--- src/sv/lsse_pkg.sv ---
// Shared types, widths, codes and the CORDIC arctangent table of the estimator.
// Depends on nothing; every module imports it.
package lsse_pkg;

  localparam int COORD_BITS   = 12;
  localparam int MAX_SEGMENTS = 1024;
  localparam int CORDIC_STEPS = 16;
  localparam int TAB_LEN      = 24;
  localparam int CORD_N       = (CORDIC_STEPS < TAB_LEN) ? CORDIC_STEPS : TAB_LEN;
  localparam int STEP_W       = $clog2(TAB_LEN);

  localparam int FW_W = 12;
  localparam int RA_W = 7;
  localparam int DR_W = 4;

  localparam int DELTA_W = COORD_BITS + 1;
  localparam int MID_W   = COORD_BITS;
  localparam int CNT_W   = $clog2(MAX_SEGMENTS + 1);
  localparam int MSUM_W  = MID_W + CNT_W;
  localparam int ANG_W   = 17;
  localparam int ASUM_W  = ANG_W + CNT_W - 1;
  localparam int CORD_W  = COORD_BITS + 12;
  localparam int Z_W     = 25;

  localparam int NPROD_W  = MSUM_W + CNT_W + 1;
  localparam int DPROD_W  = 2 * CNT_W;
  localparam int DIV_N_W  = NPROD_W + 5;
  localparam int DIV_D_W  = DPROD_W + 1;
  localparam int DIV_C_W  = $clog2(DIV_N_W + 1);

  localparam int ANG_90_I  = 23040;
  localparam int ANG_180_I = 46080;

  // Division by seven as a multiply by ceil(2^17 / 7) and a shift by 17; exact for
  // every dividend below 43690, which covers six times the widest frame.
  localparam int SIDE_W     = FW_W + 3;
  localparam int SIDE_RECIP = 18725;
  localparam int SIDE_SHIFT = 17;

  typedef enum logic [1:0] {
    DEC_BOTH  = 2'd0,
    DEC_LEFT  = 2'd1,
    DEC_RIGHT = 2'd2,
    DEC_NONE  = 2'd3
  } dec_t;

  typedef enum logic [1:0] {
    REG_FRAME_WIDTH = 2'd0,
    REG_REJECT      = 2'd1,
    REG_RATIO       = 2'd2
  } reg_idx_t;

  typedef struct packed {
    logic                       has_seg;
    logic                       zero_len;
    logic                       fe;
    logic signed [DELTA_W-1:0]  dx;
    logic signed [DELTA_W-1:0]  dy;
    logic [MID_W-1:0]           mid;
  } item_t;

  typedef struct packed {
    logic  valid;
    item_t item;
  } qhead_t;

  // Arctangent of 2^-i in 1/65536 degree.
  function automatic logic signed [Z_W-1:0] atan_entry(input logic [STEP_W-1:0] i);
    logic signed [Z_W-1:0] v;
    case (i)
      5'd0:  v = 25'sd2949120;
      5'd1:  v = 25'sd1740967;
      5'd2:  v = 25'sd919879;
      5'd3:  v = 25'sd466945;
      5'd4:  v = 25'sd234379;
      5'd5:  v = 25'sd117304;
      5'd6:  v = 25'sd58666;
      5'd7:  v = 25'sd29335;
      5'd8:  v = 25'sd14668;
      5'd9:  v = 25'sd7334;
      5'd10: v = 25'sd3667;
      5'd11: v = 25'sd1833;
      5'd12: v = 25'sd917;
      5'd13: v = 25'sd458;
      5'd14: v = 25'sd229;
      5'd15: v = 25'sd115;
      5'd16: v = 25'sd57;
      5'd17: v = 25'sd29;
      5'd18: v = 25'sd14;
      5'd19: v = 25'sd7;
      5'd20: v = 25'sd4;
      5'd21: v = 25'sd2;
      5'd22: v = 25'sd1;
      default: v = '0;
    endcase
    return v;
  endfunction

endpackage

--- src/sv/lsse_front.sv ---
// Front end: accepts input transactions, classifies them and holds them in a two-entry queue.
// Depends on lsse_pkg.
module lsse_front (
  input  logic                           clk,
  input  logic                           rst,
  input  logic                           in_valid,
  output logic                           in_stall,
  input  logic                           has_segment,
  input  logic [lsse_pkg::COORD_BITS-1:0] start_x,
  input  logic [lsse_pkg::COORD_BITS-1:0] start_y,
  input  logic [lsse_pkg::COORD_BITS-1:0] end_x,
  input  logic [lsse_pkg::COORD_BITS-1:0] end_y,
  input  logic                           frame_end,
  output lsse_pkg::qhead_t               head,
  input  logic                           pop
);
  import lsse_pkg::*;

  item_t             mem [2];
  logic              wr_ptr;
  logic              rd_ptr;
  logic [1:0]        count;
  logic              push;
  logic              do_pop;
  item_t             cls;
  logic [COORD_BITS:0] mid_sum;

  assign in_stall = (count == 2'd2);
  assign push     = in_valid && !in_stall;
  assign do_pop   = pop && (count != 2'd0);

  always_comb begin
    mid_sum      = {1'b0, start_x} + {1'b0, end_x};
    cls.has_seg  = has_segment;
    cls.fe       = frame_end;
    cls.dx       = $signed({1'b0, end_x}) - $signed({1'b0, start_x});
    cls.dy       = $signed({1'b0, end_y}) - $signed({1'b0, start_y});
    cls.zero_len = (end_x == start_x) && (end_y == start_y);
    cls.mid      = mid_sum[COORD_BITS:1];
  end

  always_ff @(posedge clk) begin
    if (push) begin
      mem[wr_ptr] <= cls;
    end
  end

  always_ff @(posedge clk) begin
    if (rst) begin
      wr_ptr <= 1'b0;
      rd_ptr <= 1'b0;
      count  <= 2'd0;
    end else begin
      if (push) begin
        wr_ptr <= !wr_ptr;
      end
      if (do_pop) begin
        rd_ptr <= !rd_ptr;
      end
      count <= count + {1'b0, push} - {1'b0, do_pop};
    end
  end

  assign head.valid = (count != 2'd0);
  assign head.item  = mem[rd_ptr];

endmodule

--- src/sv/lsse_div.sv ---
// Restoring divider, one quotient bit per cycle, shared by all end-of-frame divisions.
// Depends on lsse_pkg.
module lsse_div (
  input  logic                          clk,
  input  logic                          rst,
  input  logic                          start,
  input  logic [lsse_pkg::DIV_N_W-1:0]  dividend,
  input  logic [lsse_pkg::DIV_D_W-1:0]  divisor,
  output logic                          done,
  output logic [lsse_pkg::DIV_N_W-1:0]  quotient
);
  import lsse_pkg::*;

  logic                 running;
  logic [DIV_C_W-1:0]   cnt;
  logic [DIV_D_W-1:0]   rem;
  logic [DIV_D_W-1:0]   dvs;
  logic [DIV_N_W-1:0]   quo;
  logic [DIV_D_W:0]     trial;
  logic                 fits;

  assign trial    = {rem, quo[DIV_N_W-1]};
  assign fits     = (trial >= {1'b0, dvs});
  assign quotient = quo;

  always_ff @(posedge clk) begin
    if (rst) begin
      running <= 1'b0;
      done    <= 1'b0;
      cnt     <= '0;
    end else begin
      done <= 1'b0;
      if (start) begin
        running <= 1'b1;
        cnt     <= '0;
      end else if (running) begin
        cnt <= cnt + 1'b1;
        if (cnt == DIV_C_W'(DIV_N_W - 1)) begin
          running <= 1'b0;
          done    <= 1'b1;
        end
      end
    end
  end

  always_ff @(posedge clk) begin
    if (start) begin
      rem <= '0;
      quo <= dividend;
      dvs <= divisor;
    end else if (running) begin
      rem <= fits ? DIV_D_W'(trial - {1'b0, dvs}) : trial[DIV_D_W-1:0];
      quo <= {quo[DIV_N_W-2:0], fits};
    end
  end

endmodule

--- src/sv/lsse_back.sv ---
// Back end: CORDIC angle, side accumulation and the end-of-frame decision sequencer.
// Depends on lsse_pkg and lsse_div.
module lsse_back (
  input  logic                      clk,
  input  logic                      rst,
  input  lsse_pkg::qhead_t          head,
  output logic                      pop,
  input  logic [lsse_pkg::FW_W-1:0] frame_width,
  input  logic [lsse_pkg::RA_W-1:0] reject_angle,
  input  logic [lsse_pkg::DR_W-1:0] dominance_ratio,
  output logic                      out_valid,
  input  logic                      out_stall,
  output logic [15:0]               steering_angle,
  output logic [15:0]               center_x,
  output logic [1:0]                decision
);
  import lsse_pkg::*;

  typedef enum logic [12:0] {
    S_IDLE   = 13'b0000000000001,
    S_CORD   = 13'b0000000000010,
    S_RND    = 13'b0000000000100,
    S_ACC    = 13'b0000000001000,
    S_FRAME  = 13'b0000000010000,
    S_MEAN1  = 13'b0000000100000,
    S_MEAN2  = 13'b0000001000000,
    S_MULA   = 13'b0000010000000,
    S_MULB   = 13'b0000100000000,
    S_MULC   = 13'b0001000000000,
    S_CSTART = 13'b0010000000000,
    S_CDIV   = 13'b0100000000000,
    S_OUT    = 13'b1000000000000
  } state_t;

  state_t state;

  logic signed [CORD_W-1:0]  x, y, xs, ys;
  logic signed [Z_W-1:0]     z, tab_val, z_bias, z_sh;
  logic signed [ANG_W-1:0]   off;
  logic [STEP_W-1:0]         step;
  logic signed [ANG_W-1:0]   a;
  logic signed [ANG_W:0]     ang_raw;
  logic                      fe;
  logic [MID_W-1:0]          mid;

  logic signed [ASUM_W-1:0]  lsum, rsum;
  logic [MSUM_W-1:0]         lmsum, rmsum;
  logic [CNT_W-1:0]          lc, rc;

  logic signed [DELTA_W-1:0] ux, uy;
  logic [ANG_W-1:0]          a_mag;
  logic [FW_W-2:0]           half;
  logic [CNT_W+DR_W-1:0]     lc_scaled, rc_scaled;
  dec_t                      dec, dec_next;
  logic [ASUM_W-1:0]         lmag, rmag;
  logic [15:0]               mean1, mean_now;
  logic [16:0]               mean_sum;
  logic [MSUM_W+CNT_W-1:0]   prod_l, prod_r;
  logic [NPROD_W-1:0]        nprod;
  logic [DPROD_W-1:0]        dprod;
  logic [SIDE_W-1:0]         side_num;
  logic [2*SIDE_W-1:0]       side_prod;
  logic [15:0]               angle, center;
  logic                      out_load;

  logic                      div_start, div_done;
  logic [DIV_N_W-1:0]        div_dvd, div_q;
  logic [DIV_D_W-1:0]        div_dvs;

  lsse_div u_div (
    .clk      (clk),
    .rst      (rst),
    .start    (div_start),
    .dividend (div_dvd),
    .divisor  (div_dvs),
    .done     (div_done),
    .quotient (div_q)
  );

  // Fold a rounded side mean into 0..180 degrees.
  function automatic logic [15:0] fold(input logic [DIV_N_W-1:0] q, input logic neg);
    logic [15:0] m;
    m = q[15:0];
    if (neg && (m != 16'd0)) begin
      m = 16'(ANG_180_I) - m;
    end
    return m;
  endfunction

  // A signed delta scaled by 256 and sign-extended to the CORDIC width.
  function automatic logic signed [CORD_W-1:0] scale8(input logic signed [DELTA_W-1:0] v);
    return {{(CORD_W-DELTA_W-8){v[DELTA_W-1]}}, v, 8'h00};
  endfunction

  always_comb begin
    xs       = x >>> step;
    ys       = y >>> step;
    tab_val  = atan_entry(step);
    z_bias   = z + Z_W'(128);
    z_sh     = z_bias >>> 8;
    ang_raw  = $signed(z_sh[ANG_W:0]) + {off[ANG_W-1], off};
    ux       = -head.item.dy;
    uy       = -head.item.dx;
    a_mag    = a[ANG_W-1] ? ANG_W'(-a) : ANG_W'(a);
    half     = frame_width[FW_W-1:1];
    lc_scaled = lc * dominance_ratio;
    rc_scaled = rc * dominance_ratio;
    lmag     = lsum[ASUM_W-1] ? ASUM_W'(-lsum) : ASUM_W'(lsum);
    rmag     = rsum[ASUM_W-1] ? ASUM_W'(-rsum) : ASUM_W'(rsum);
    prod_l   = lmsum * rc;
    prod_r   = rmsum * lc;
    out_load = (state == S_OUT) && (!out_valid || !out_stall);
    pop      = (state == S_IDLE) && head.valid;

    // Fallback center of a dominant side: width/7 or width*6/7 by reciprocal multiply.
    side_num  = (dec == DEC_RIGHT) ?
                ((SIDE_W'(frame_width) << 2) + (SIDE_W'(frame_width) << 1)) :
                SIDE_W'(frame_width);
    side_prod = side_num * SIDE_W'(SIDE_RECIP);

    if ((CNT_W+DR_W)'(lc) > rc_scaled) begin
      dec_next = DEC_LEFT;
    end else if ((CNT_W+DR_W)'(rc) > lc_scaled) begin
      dec_next = DEC_RIGHT;
    end else if ((lc == '0) || (rc == '0)) begin
      dec_next = DEC_NONE;
    end else begin
      dec_next = DEC_BOTH;
    end

    mean_now = fold(div_q, (dec == DEC_RIGHT) ? rsum[ASUM_W-1] : lsum[ASUM_W-1]);
    mean_sum = {1'b0, mean1} + {1'b0, fold(div_q, rsum[ASUM_W-1])} + 17'd1;

    div_start = 1'b0;
    div_dvd   = '0;
    div_dvs   = DIV_D_W'(1);
    unique case (state)
      S_FRAME: begin
        if (dec_next == DEC_RIGHT) begin
          div_start = 1'b1;
          div_dvd   = DIV_N_W'(rmag) + DIV_N_W'(rc >> 1);
          div_dvs   = DIV_D_W'(rc);
        end else if (dec_next != DEC_NONE) begin
          div_start = 1'b1;
          div_dvd   = DIV_N_W'(lmag) + DIV_N_W'(lc >> 1);
          div_dvs   = DIV_D_W'(lc);
        end
      end
      S_MEAN1: begin
        if (div_done && (dec == DEC_BOTH)) begin
          div_start = 1'b1;
          div_dvd   = DIV_N_W'(rmag) + DIV_N_W'(rc >> 1);
          div_dvs   = DIV_D_W'(rc);
        end
      end
      S_CSTART: begin
        div_start = 1'b1;
        div_dvd   = DIV_N_W'({nprod, 4'b0000}) + DIV_N_W'(dprod);
        div_dvs   = {dprod, 1'b0};
      end
      default: begin
        div_start = 1'b0;
      end
    endcase
  end

  always_ff @(posedge clk) begin
    if (rst) begin
      state     <= S_IDLE;
      out_valid <= 1'b0;
      lsum      <= '0;
      rsum      <= '0;
      lmsum     <= '0;
      rmsum     <= '0;
      lc        <= '0;
      rc        <= '0;
    end else begin
      if (out_load) begin
        out_valid <= 1'b1;
      end else if (!out_stall) begin
        out_valid <= 1'b0;
      end

      unique case (state)
        S_IDLE: begin
          if (head.valid) begin
            if (head.item.has_seg && !head.item.zero_len) begin
              state <= S_CORD;
            end else if (head.item.fe) begin
              state <= S_FRAME;
            end
          end
        end
        S_CORD: begin
          if (step == STEP_W'(CORD_N - 1)) begin
            state <= S_RND;
          end
        end
        S_RND: begin
          state <= S_ACC;
        end
        S_ACC: begin
          if (a_mag > ANG_W'({reject_angle, 8'h00})) begin
            if ({1'b0, half} > mid) begin
              if (lc < CNT_W'(MAX_SEGMENTS)) begin
                lsum  <= lsum + ASUM_W'(a);
                lmsum <= lmsum + MSUM_W'(mid);
                lc    <= lc + 1'b1;
              end
            end else if (mid > {1'b0, half}) begin
              if (rc < CNT_W'(MAX_SEGMENTS)) begin
                rsum  <= rsum + ASUM_W'(a);
                rmsum <= rmsum + MSUM_W'(mid);
                rc    <= rc + 1'b1;
              end
            end
          end
          state <= fe ? S_FRAME : S_IDLE;
        end
        S_FRAME: begin
          state <= (dec_next == DEC_NONE) ? S_OUT : S_MEAN1;
        end
        S_MEAN1: begin
          if (div_done) begin
            state <= (dec == DEC_BOTH) ? S_MEAN2 : S_OUT;
          end
        end
        S_MEAN2: begin
          if (div_done) begin
            state <= S_MULA;
          end
        end
        S_MULA: begin
          state <= S_MULB;
        end
        S_MULB: begin
          state <= S_MULC;
        end
        S_MULC: begin
          state <= S_CSTART;
        end
        S_CSTART: begin
          state <= S_CDIV;
        end
        S_CDIV: begin
          if (div_done) begin
            state <= S_OUT;
          end
        end
        S_OUT: begin
          if (out_load) begin
            state <= S_IDLE;
            lsum  <= '0;
            rsum  <= '0;
            lmsum <= '0;
            rmsum <= '0;
            lc    <= '0;
            rc    <= '0;
          end
        end
        default: begin
          state <= S_IDLE;
        end
      endcase
    end
  end

  // Datapath registers.
  always_ff @(posedge clk) begin
    case (state)
      S_IDLE: begin
        fe   <= head.item.fe;
        mid  <= head.item.mid;
        step <= '0;
        z    <= '0;
        if (head.item.dx[DELTA_W-1]) begin
          if (!head.item.dy[DELTA_W-1]) begin
            x   <= scale8(head.item.dy);
            y   <= scale8(uy);
            off <= ANG_W'(ANG_90_I);
          end else begin
            x   <= scale8(ux);
            y   <= scale8(head.item.dx);
            off <= -ANG_W'(ANG_90_I);
          end
        end else begin
          x   <= scale8(head.item.dx);
          y   <= scale8(head.item.dy);
          off <= '0;
        end
      end
      S_CORD: begin
        step <= step + 1'b1;
        if (!y[CORD_W-1]) begin
          x <= x + ys;
          y <= y - xs;
          z <= z + tab_val;
        end else begin
          x <= x - ys;
          y <= y + xs;
          z <= z - tab_val;
        end
      end
      S_RND: begin
        if (ang_raw > (ANG_W+1)'(ANG_180_I)) begin
          a <= ANG_W'(ANG_180_I);
        end else if (ang_raw < -(ANG_W+1)'(ANG_180_I)) begin
          a <= -ANG_W'(ANG_180_I);
        end else begin
          a <= ang_raw[ANG_W-1:0];
        end
      end
      S_FRAME: begin
        dec <= dec_next;
        if (dec_next == DEC_NONE) begin
          angle  <= 16'(ANG_90_I);
          center <= 16'({half, 4'b0000});
        end
      end
      S_MEAN1: begin
        if (div_done) begin
          mean1 <= mean_now;
          angle <= mean_now;
          if (dec != DEC_BOTH) begin
            center <= {side_prod[SIDE_SHIFT+FW_W-1:SIDE_SHIFT], 4'b0000};
          end
        end
      end
      S_MEAN2: begin
        if (div_done) begin
          angle <= mean_sum[16:1];
        end
      end
      S_MULA: begin
        nprod <= NPROD_W'(prod_l);
      end
      S_MULB: begin
        nprod <= nprod + NPROD_W'(prod_r);
      end
      S_MULC: begin
        dprod <= lc * rc;
      end
      S_CDIV: begin
        if (div_done) begin
          center <= (|div_q[DIV_N_W-1:16]) ? 16'hFFFF : div_q[15:0];
        end
      end
      default: begin
      end
    endcase
  end

  always_ff @(posedge clk) begin
    if (out_load) begin
      steering_angle <= angle;
      center_x       <= center;
      decision       <= dec;
    end
  end

endmodule

--- src/sv/lane_segment_steering_estimator_unit.sv ---
// Top level of the lane segment steering estimator: configuration registers and the
// front/back split. Depends on lsse_pkg, lsse_front, lsse_back and lsse_div.
//
// The block takes the line segments of a frame one transaction at a time, measures
// each segment's angle with a 16-step CORDIC, sorts kept segments to the left or right
// half of the frame, and on the transaction that carries frame_end emits one result:
// steering angle (Q8.8 degrees, 0 to 180), lane center (Q12.4 pixels) and a decision
// code. The back end takes a segment transaction from the queue, runs the CORDIC
// iterations, rounds the angle and accumulates it if the segment is kept; a transaction
// without a segment, or with a zero-length one, skips these steps. At frame end the
// sequencer runs serial divisions on one shared divider: a mean division when one side
// dominates (its fallback center comes from a multiply by the reciprocal of seven), a
// mean division per side and a center division when both sides are averaged, and none
// when no lane is found. A two-entry queue sits between input and back end, and the
// result sits in an output register, so the next frame proceeds while it waits.
module lane_segment_steering_estimator_unit (
  input  logic                            clk,
  input  logic                            rst,
  input  logic                            psel,
  input  logic                            penable,
  input  logic                            pwrite,
  input  logic [3:0]                      paddr,
  input  logic [31:0]                     pwdata,
  output logic [31:0]                     prdata,
  output logic                            pready,
  input  logic                            in_valid,
  output logic                            in_stall,
  input  logic                            has_segment,
  input  logic [lsse_pkg::COORD_BITS-1:0] start_x,
  input  logic [lsse_pkg::COORD_BITS-1:0] start_y,
  input  logic [lsse_pkg::COORD_BITS-1:0] end_x,
  input  logic [lsse_pkg::COORD_BITS-1:0] end_y,
  input  logic                            frame_end,
  output logic                            out_valid,
  input  logic                            out_stall,
  output logic [15:0]                     steering_angle,
  output logic [15:0]                     center_x,
  output logic [1:0]                      decision
);
  import lsse_pkg::*;

  logic [FW_W-1:0] frame_width;
  logic [RA_W-1:0] reject_angle;
  logic [DR_W-1:0] dominance_ratio;
  logic            cfg_wr;
  qhead_t          head;
  logic            pop;

  // The register port never waits; a write completes on the access cycle.
  assign pready = 1'b1;
  assign cfg_wr = psel && penable && pwrite;

  always_ff @(posedge clk) begin
    if (rst) begin
      frame_width     <= FW_W'(640);
      reject_angle    <= RA_W'(10);
      dominance_ratio <= DR_W'(3);
    end else if (cfg_wr) begin
      unique case (paddr[3:2])
        REG_FRAME_WIDTH: frame_width     <= pwdata[FW_W-1:0];
        REG_REJECT:      reject_angle    <= pwdata[RA_W-1:0];
        REG_RATIO:       dominance_ratio <= pwdata[DR_W-1:0];
        default: begin
        end
      endcase
    end
  end

  // Reads return the register value, zero-extended; an unused address reads zero.
  always_comb begin
    unique case (paddr[3:2])
      REG_FRAME_WIDTH: prdata = 32'(frame_width);
      REG_REJECT:      prdata = 32'(reject_angle);
      REG_RATIO:       prdata = 32'(dominance_ratio);
      default:         prdata = '0;
    endcase
  end

  // The front end computes the deltas and midpoint of each transaction and queues it.
  lsse_front u_front (
    .clk         (clk),
    .rst         (rst),
    .in_valid    (in_valid),
    .in_stall    (in_stall),
    .has_segment (has_segment),
    .start_x     (start_x),
    .start_y     (start_y),
    .end_x       (end_x),
    .end_y       (end_y),
    .frame_end   (frame_end),
    .head        (head),
    .pop         (pop)
  );

  // The back end runs the CORDIC, the side sums and the end-of-frame decision.
  lsse_back u_back (
    .clk             (clk),
    .rst             (rst),
    .head            (head),
    .pop             (pop),
    .frame_width     (frame_width),
    .reject_angle    (reject_angle),
    .dominance_ratio (dominance_ratio),
    .out_valid       (out_valid),
    .out_stall       (out_stall),
    .steering_angle  (steering_angle),
    .center_x        (center_x),
    .decision        (decision)
  );

endmodule

--- config.mk ---
export PLATFORM = sky130hd
export DESIGN_NAME = lane_segment_steering_estimator_unit
export DESIGN_NICKNAME = d
export VERILOG_FILES = /design/src/sv/lsse_pkg.sv /design/src/sv/lsse_front.sv /design/src/sv/lsse_div.sv /design/src/sv/lsse_back.sv /design/src/sv/lane_segment_steering_estimator_unit.sv
export SDC_FILE = /design/constraint.sdc
export NUM_CORES = 2
export LEC_CHECK = 0
export ABC_AREA = 1
export BUFFER_PORTS_ARGS = -buffer_cell sky130_fd_sc_hd__buf_2
export CELL_PAD_IN_SITES_DETAIL_PLACEMENT = 0
export CELL_PAD_IN_SITES_GLOBAL_PLACEMENT = 1
export CORE_AREA = 8 8 422 424
export CTS_CLUSTER_DIAMETER = 40
export DETAILED_ROUTE_END_ITERATION = 16
export DIE_AREA = 0 0 430 432
export PLACE_DENSITY_LB_ADDON = 0.08
export SETUP_SLACK_MARGIN = 0.02
export SLEW_MARGIN = 5
export SYNTH_ARGS = -nofsm -noshare
export SYNTH_HDL_FRONTEND = slang
export SYNTH_SLANG_ARGS = --single-unit
--- constraint.sdc ---
create_clock -name clk -period 6.1 [get_ports clk]
set_input_delay 1.22 -clock clk [delete_from_list [all_inputs] [get_ports clk]]
set_output_delay 1.22 -clock clk [all_outputs]
set_load 0.1 [all_outputs]
# Word level (Yosys, flattened, before mapping)
# Memory sizes are Yosys's and may differ from the RTL's. A register that Yosys moved wholly into a read port is not among the register bits.
# Cells that the tools add are included.
totals:
  reg_bits: 523
  mem_bits_rw: 82
  mem_bits_ro: 704
  input_bits: 93
  out_inout_bits: 69
  word_cells: 282
  mem_count: 2
mem_list:
  columns: ["memory", "depth", "width", "rd", "rd_clocked_by_memory_dff", "wr", "line_no", "text"]
  rows:
  - ["(name not given)", 32, 22, 1, 1, 0, "lsse_pkg.sv:70", "case (i)"]
  - ["u_front.mem", 2, 41, 1, 1, 1, "lsse_front.sv:19", "item_t mem [2];"]
classes:
  add_sub_neg: 35
  n_mul: 6
  n_lt_le_gt_ge: 10
  n_eq_ne: 40
  shift: 2
  mux: 103
  bitwise: 1
  n_reduce_logical: 45
op_table:
  columns: ["operator", "count"]
  rows:
  - ["27-bit two-way mux", 10]
  - ["23-bit two-way mux", 10]
  - ["40-bit two-way mux", 5]
  - ["13-bit case mux with 13 select lines", 1]
  - ["16-bit two-way mux", 10]
  - ["24-bit two-way mux", 6]
  - ["13-bit two-way mux", 10]
  - ["40-bit case mux with 3 select lines", 1]
  - ["11-bit two-way mux", 10]
  - ["27-bit case mux with 2 select lines", 2]
  - ["16-bit case mux with 3 select lines", 2]
  - ["24-bit case mux with 2 select lines", 2]
  - ["23-bit case mux with 2 select lines", 2]
  - ["35-bit case mux with 2 select lines", 1]
  - ["23-bit case mux with 3 select lines", 1]
  - ["23-bit by 11-bit multiplier with 34-bit output", 2]
  - ["27-bit by 10-bit adder with 28-bit output", 2]
  - ["27-bit by 17-bit adder with 27-bit output", 2]
  - ["27-bit negator", 2]
  - ["17-bit two-way mux", 3]
  - ["25-bit case mux with 2 select lines", 1]
  - ["24-bit adder", 2]
  - ["24-bit by 5-bit >>> shifter with 24-bit output", 2]
  - ["24-bit subtractor", 2]
  - ["79 further kinds", 151]

# Logic depth before layout (Yosys ltp)
depth:
  depth_word: 10
  mapped_depth: 38
  mapped_depth_nobuf: 38

# Modules after synthesis
# A second synthesis with hierarchy kept.
hier_totals:
  hier_cells: 10600
  hier_area_um2: 76410.8
by_module_without_submodules:
  columns: ["module", "instances", "cells_per_inst", "area_per_inst_um2", "seq_area_each_um2"]
  rows:
  - ["lsse_back", 1, 9087, 64247.9, 10730.3]
  - ["lsse_div", 1, 749, 5496.5, 2512.4]
  - ["lsse_front", 1, 567, 5355.1, 2562.5]
  - ["lane_segment_steering_estimator_unit", 1, 197, 1311.3, 460.4]

# Least setup slack after synthesis
# Ideal clock, no wire load.
synth_timing:
  path_type: "flip-flop to flip-flop"
  from: "reg u_back.rc[2]"
  to: "reg u_back.angle[0] (enable)"
  setup_ns: 0.414
  arrival_ns: 5.930
  required_ns: 5.686
  setup_slack_ns: -0.245
  path_stages_with_launch: 27
  n_path_buf: 5
  synth_period_minus_slack_ns: 6.345
  cell_sequence: "dfxtp_1 -> clkbuf_1 -> clkbuf_1 -> clkbuf_1 -> nand2_1 -> fa_1 -> inv_1 -> fa_1 -> ha_1 -> nand2_1 -> nand3_1 -> a21oi_1 -> xor2_1 -> ha_1 -> nand2_1 -> nor2_1 -> nand4_1 -> nor2_1 -> o21bai_1 -> nor2_1 -> nand3b_1 -> nand3_1 -> buf_2 -> nand2_1 -> buf_2 -> inv_1 -> a211oi_1"
synth_between:
  elab_chain_cells: 8
  elab_cells_between_ends: 11
  cone_classes: "mul: 1; order compare: 2; eq/ne: 2; mux: 3; reduce/logical: 3"
synth_rtl:
  columns: ["item", "line_no", "text"]
  rows:
  - ["start, declared", "lsse_back.sv:48", "logic [CNT_W-1:0] lc, rc;"]
  - ["start signal, assigned", "lsse_back.sv:214", "rc <= rc + 1'b1;"]
  - ["parallel branches: the longest is 4 deep, another holds 11-bit by 4-bit multiplier with 15-bit output", null, null]
  - ["2-bit two-way mux *", "lsse_back.sv:121", "if ((CNT_W+DR_W)'(lc) > rc_scaled) begin"]
  - ["2-bit == test *", "lsse_back.sv:315", "if (dec_next == DEC_NONE) begin"]
  - ["2-bit by 1-bit inequality test with 1-bit output (no source line) *", null, null]
  - ["4-bit AND reduction (no source line) *", null, null]
  - ["end signal, assigned", "lsse_back.sv:316", "angle <= 16'(ANG_90_I);"]
  - ["end signal, assigned", "lsse_back.sv:323", "angle <= mean_now;"]
  - ["end signal, assigned", "lsse_back.sv:331", "angle <= mean_sum[16:1];"]
  - ["end, declared", "lsse_back.sv:63", "logic [15:0] angle, center;"]
# Mark *: on every way between the ends.
# A chain may end at the register's enable or synchronous reset.

# Worst setup path in the final report
layout_timing:
  from: "reg frame_width[1]"
  to: "reg u_back.center[15] (data pin)"
layout_between:
  elab_chain_cells: 6
layout_rtl:
  columns: ["item", "line_no", "text"]
  rows:
  - ["start, declared", "lane_segment_steering_estimator_unit.sv:42", "logic [FW_W-1:0] frame_width;"]
  - ["start signal, assigned", "lane_segment_steering_estimator_unit.sv:60", "REG_FRAME_WIDTH: frame_width <= pwdata[FW_W-1:0];"]
  - ["14-bit by 13-bit adder with 15-bit output", "lsse_back.sv:117", "((SIDE_W'(frame_width) << 2) + (SIDE_W'(frame_width) << 1)) :"]
  - ["15-bit two-way mux *", "lsse_back.sv:116", "side_num = (dec == DEC_RIGHT) ?"]
  - ["15-bit by 15-bit multiplier with 29-bit output *", "lsse_back.sv:119", "side_prod = side_num * SIDE_W'(SIDE_RECIP);"]
  - ["16-bit two-way mux *", "lsse_back.sv:324", "if (dec != DEC_BOTH) begin"]
  - ["16-bit two-way mux *", "lsse_back.sv:321", "if (div_done) begin"]
  - ["16-bit case mux with 3 select lines *", "lsse_back.sv:270", "case (state)"]
  - ["end signal, assigned", "lsse_back.sv:317", "center <= 16'({half, 4'b0000});"]
  - ["end signal, assigned", "lsse_back.sv:325", "center <= {side_prod[SIDE_SHIFT+FW_W-1:SIDE_SHIFT], 4'b0000};"]
  - ["end signal, assigned", "lsse_back.sv:345", "center <= (|div_q[DIV_N_W-1:16]) ? 16'hFFFF : div_q[15:0];"]
  - ["end, declared", "lsse_back.sv:63", null]
# Mark *: on every way between the ends. The rest lies on a longest branch, timed or not. The select of a mux whose other input is x is not followed.

==> summary.txt <==
Result of the run: finished, final reports clean
Layout Skew: 44.5 ps
Maximum root-to-sink buffer count: 3
CP max FO: 3
Number of core rows: 152
CTS tree: done
Residual antenna-violating net count after detailed routing: 0
Clock latency on the worst-skew pair: 790 ps
Tcrit/Tclk final: 96.9%
Remaining max-slew budget at the tightest pin: 23.7%
Detailed-route via count: 68.7k
Register bit total from synthesis: 614
Category of the critical setup timing path: reg2reg
Combined global-route utilization of all metal layers: 26.6%
Detailed-routing iteration count for the pre-antenna-repair pass: 6
Required time at the endpoint of the critical path: 6620 ps
Number of levels in the clock H-tree: 4
Number of setup violations in the final report: 0
Antenna violations before repair: 11
Critical path data arrival time: 6430 ps
Largest cells by area after synthesis: sky130_fd_sc_hd__edfxtp_1 (16%), sky130_fd_sc_hd__fa_1 (15%), sky130_fd_sc_hd__nand2_1 (14%)
Top-level port count: 162
Synth-to-layout area growth: 13.1%
Number of hold buffers added after cts: 0
Final sum of negative setup slack: 0 ps
X dimension of the die: 430 µm
Share of async-settable or async-resettable flops after synthesis: 0%
First-pass GRT wire length: 391 mm
Leakage power of the design: 0.0433 µW
Synthesized instance count: 10.4k
Via count of the first global-routing pass: 67.7k
Fraction of layout cells with a size suffix above 1: 8.31%
Max Slew Vio Count: 0
Worst vdd rail ir drop: 636 µV
Main flop type after synthesis: sky130_fd_sc_hd__edfxtp_1
Area of the die: 0.186 mm²
Launching element type of the critical path: register
Setup slack on the worst flop-to-flop path: 190 ps
Worst Hold Slack: 417 ps
Most common cell after layout, fill and taps aside: sky130_fd_sc_hd__nand2_1
GP Congestion: 0.932
Number of library cell types mapped by synthesis: 65
Number of max-capacitance violations reported: 0
Unrepaired setup endpoints after global routing: yes
EDFF count, synth: 397
Hold Startpoint: u_back.angle[12]
Critical R2R Capture: u_back.center[15]
Worst slew pin tran: 1150 ps
Maximum clock rate: 0.169 GHz
Worst Hold Path Cells: 0
Endpoint kind of the worst setup timing path: register
Mapped Area: 0.0749 mm²
Clk root buf: sky130_fd_sc_hd__clkbuf_16
Min cycle time layout: 5910 ps
Cell taking the most area after synthesis: sky130_fd_sc_hd__edfxtp_1
TritonCTS sink count: 614
Hold worst-path end: u_back.steering_angle[12]
HPWL reported at the end of detailed placement: 206 mm
Most frequent cells in the layout: sky130_fd_sc_hd__nand2_1 (2694), sky130_fd_sc_hd__inv_1 (1714), sky130_fd_sc_hd__nor2_1 (733), sky130_fd_sc_hd__a21oi_1 (726), sky130_fd_sc_hd__ha_1 (684)
Class of the most critical hold timing path: reg2reg
Share of the synthesized area in the top cell type: 15.9%
Proportion of synthesized chip area in sequential cells: 21.7%
Hold Fails Final Rpt: 0
Number of clock buffers inserted by TritonCTS: 144
Power density over the cells: 305 mW/mm²
First-iteration detailed-routing DRC count: 5262
Final wirelength: 253 mm
Core Box Area: 0.171 mm²
Die Span Y: 432 µm
Source of the worst register-to-register timing path: frame_width[1]
Count of unresolved DRC violations after routing: 0
Nets@finish: 12.0k
Number of port buffers: 118
Mean area per synthesized cell: 7.23 µm²
Global route total overflow: 0
Routed length per placed instance: 19.5 µm
Number of warnings printed during yosys synthesis: 0
Largest net degree at the start of global routing: 61
Per-cell via count in the routed design: 5.30
Starting density of the core: 43.8%
Number of cells on the worst reg-to-reg path: 27
Post-CTS clock slew at the launch and capture registers of the worst setup and hold paths: 60 ps
## report_power, final
group	total, µW	internal [µW]	switching (µW)	leakage [µW]
registers	5690	5170	527	0.00563
clock network	7830	5030	2800	0.00236
logic	12300	3930	8380	0.0353
## per-layer routing
metal | share of wire [%] | wire (µm) | global-route usage [%]
met5 | 0.0055 | 14 | 0
met2 | 45 | 114000 | 43.4
met1 | 46 | 116000 | 36.6
met4 | 3.2 | 8210 | 8.17
met3 | 5.6 | 14300 | 3.92
## worst max-delay path, cell delays in order (launching register included)
cell and delay, ps:
sky130_fd_sc_hd__dfxtp_1 330, sky130_fd_sc_hd__ha_1 220, sky130_fd_sc_hd__fa_1 380, sky130_fd_sc_hd__nand3_1 80
sky130_fd_sc_hd__nand2_1 70, sky130_fd_sc_hd__nand4_1 90, sky130_fd_sc_hd__nand2_2 70, sky130_fd_sc_hd__a21oi_2 180
sky130_fd_sc_hd__o21ai_1 90, sky130_fd_sc_hd__nor2_2 180, sky130_fd_sc_hd__ha_1 270, sky130_fd_sc_hd__ha_1 210
sky130_fd_sc_hd__ha_1 320, sky130_fd_sc_hd__fa_1 540, sky130_fd_sc_hd__inv_1 50, sky130_fd_sc_hd__fa_1 450
sky130_fd_sc_hd__fa_1 490, sky130_fd_sc_hd__inv_1 40, sky130_fd_sc_hd__ha_1 310, sky130_fd_sc_hd__a21oi_2 150
sky130_fd_sc_hd__o21a_1 170, sky130_fd_sc_hd__nor2_1 50, sky130_fd_sc_hd__nor2_1 140, sky130_fd_sc_hd__nor2_1 80
sky130_fd_sc_hd__a2111oi_2 360, sky130_fd_sc_hd__nand2_1 150, sky130_fd_sc_hd__nor2_1 120, sky130_fd_sc_hd__o21ai_1 70
## cell usage after synthesis (7+ instances only)
cell                       count
sky130_fd_sc_hd__a221oi_1      8
sky130_fd_sc_hd__buf_2        49
sky130_fd_sc_hd__edfxtp_1    397
sky130_fd_sc_hd__nor4_1       37
sky130_fd_sc_hd__o21ai_1      21
sky130_fd_sc_hd__nand3_1     554
sky130_fd_sc_hd__a31o_2        8
sky130_fd_sc_hd__nand2_1    2702
sky130_fd_sc_hd__clkinv_1      7
sky130_fd_sc_hd__dfxtp_1     217
sky130_fd_sc_hd__mux2i_1      11
sky130_fd_sc_hd__buf_4        29
sky130_fd_sc_hd__a211oi_1      9
sky130_fd_sc_hd__o31ai_1      14
sky130_fd_sc_hd__nor3_1      124
sky130_fd_sc_hd__buf_1        35
sky130_fd_sc_hd__a21o_1       39
sky130_fd_sc_hd__nor2_1      743
sky130_fd_sc_hd__clkbuf_1    230
sky130_fd_sc_hd__a31oi_1      43
sky130_fd_sc_hd__a21oi_1     734
sky130_fd_sc_hd__o21ai_0     504
sky130_fd_sc_hd__nand4_1     128
sky130_fd_sc_hd__or2_2        70
sky130_fd_sc_hd__ha_1        696
sky130_fd_sc_hd__nor2_2        8
sky130_fd_sc_hd__inv_1      1718
sky130_fd_sc_hd__xor2_1      234
sky130_fd_sc_hd__a21boi_0     18
sky130_fd_sc_hd__fa_1        576
sky130_fd_sc_hd__nand2_2       7
sky130_fd_sc_hd__inv_2        13
sky130_fd_sc_hd__o22ai_1      13
sky130_fd_sc_hd__nand3b_1     42
sky130_fd_sc_hd__o21a_1       36
sky130_fd_sc_hd__o21bai_1     47
sky130_fd_sc_hd__o211ai_1     62
sky130_fd_sc_hd__xnor2_1      91
sky130_fd_sc_hd__o221ai_1     26
## sequential cells by signal, indices dropped and copies added (netlist names), 13 cells and up, named ones only
name                   cells
u_back.u_div.dvs          23
u_back.tab_val            22
u_back.u_div.rem          23
u_back.rmsum              23
u_back.state              13
u_back.u_div.quotient     40
u_back.y                  24
u_back.angle              16
u_back.nprod              35
u_back.lsum               27
u_back.z                  25
u_front.mem               82
u_back.mean1              16
u_back.a                  17
u_back.lmsum              23
u_back.center_x           16
u_back.dprod              22
u_back.x                  24
u_back.rsum               27
u_back.center             16
u_back.steering_angle     16
## final cells by class
cell class	instances	area [µm²]
diodes	8	20.0
clock buffers	161	3770
clock inverters	105	1180
fillers	17180	86200
inverters	1738	6520
multi-input cells	7682	51100
flip-flops and latches	614	16300
well taps	2233	2790
repair buffers	411	2990
## worst max path at each step
stage | from | to | cells past startpoint
3_5_place_dp | frame_width[2] | u_back.center[9] | 35
3_3_place_gp | frame_width[3] | u_back.center[15] | 36
2_1_floorplan | frame_width[2] | u_back.center[15] | 36
6_report | frame_width[1] | u_back.center[15] | 27
4_1_cts | frame_width[2] | u_back.center[15] | 36
5_1_grt | frame_width[3] | u_back.center[15] | 35
## cells by family (layout without fill, tap and decap cells)
kind of cell / count (synthesis) / after routing / share of synthesized area [%]
mux: 11 / 11 / 0.147
other cells: 2 / 29 / 0.0100
compound gates: 1613 / 1613 / 12.0
flops: 614 / 614 / 21.7
buf+inv: 2083 / 2415 / 10.7
simple gates: 4440 / 4440 / 24.6
fa+ha+maj: 1272 / 1272 / 27.0
xor+xnor: 325 / 325 / 3.80
## metrics by stage
step | power [µW] | area (µm²) | utilization (%) | cells | setup slack, ps
2_1_floorplan | 14300 | 75000 | - | 10379 | 177
3_3_place_gp | 17900 | 79400 | 46.4 | 12674 | -157
3_5_place_dp | 18000 | 79400 | 46.4 | 12674 | -14.4
4_1_cts | 25900 | 84300 | 49.3 | 12940 | 28.5
5_1_grt | 27800 | 84700 | 49.5 | 12945 | -184
6_report | 25800 | 84700 | 49.6 | 12952 | 190
## timing repair
action | CTS | global route
pin swaps | 0 | 23
buffers inserted | 0 | 4
cloned | 0 | 0
resized for setup | 2 | 92
endpoints found under the setup margin | 2 | 172
Power figures use the tool's default switching activity.
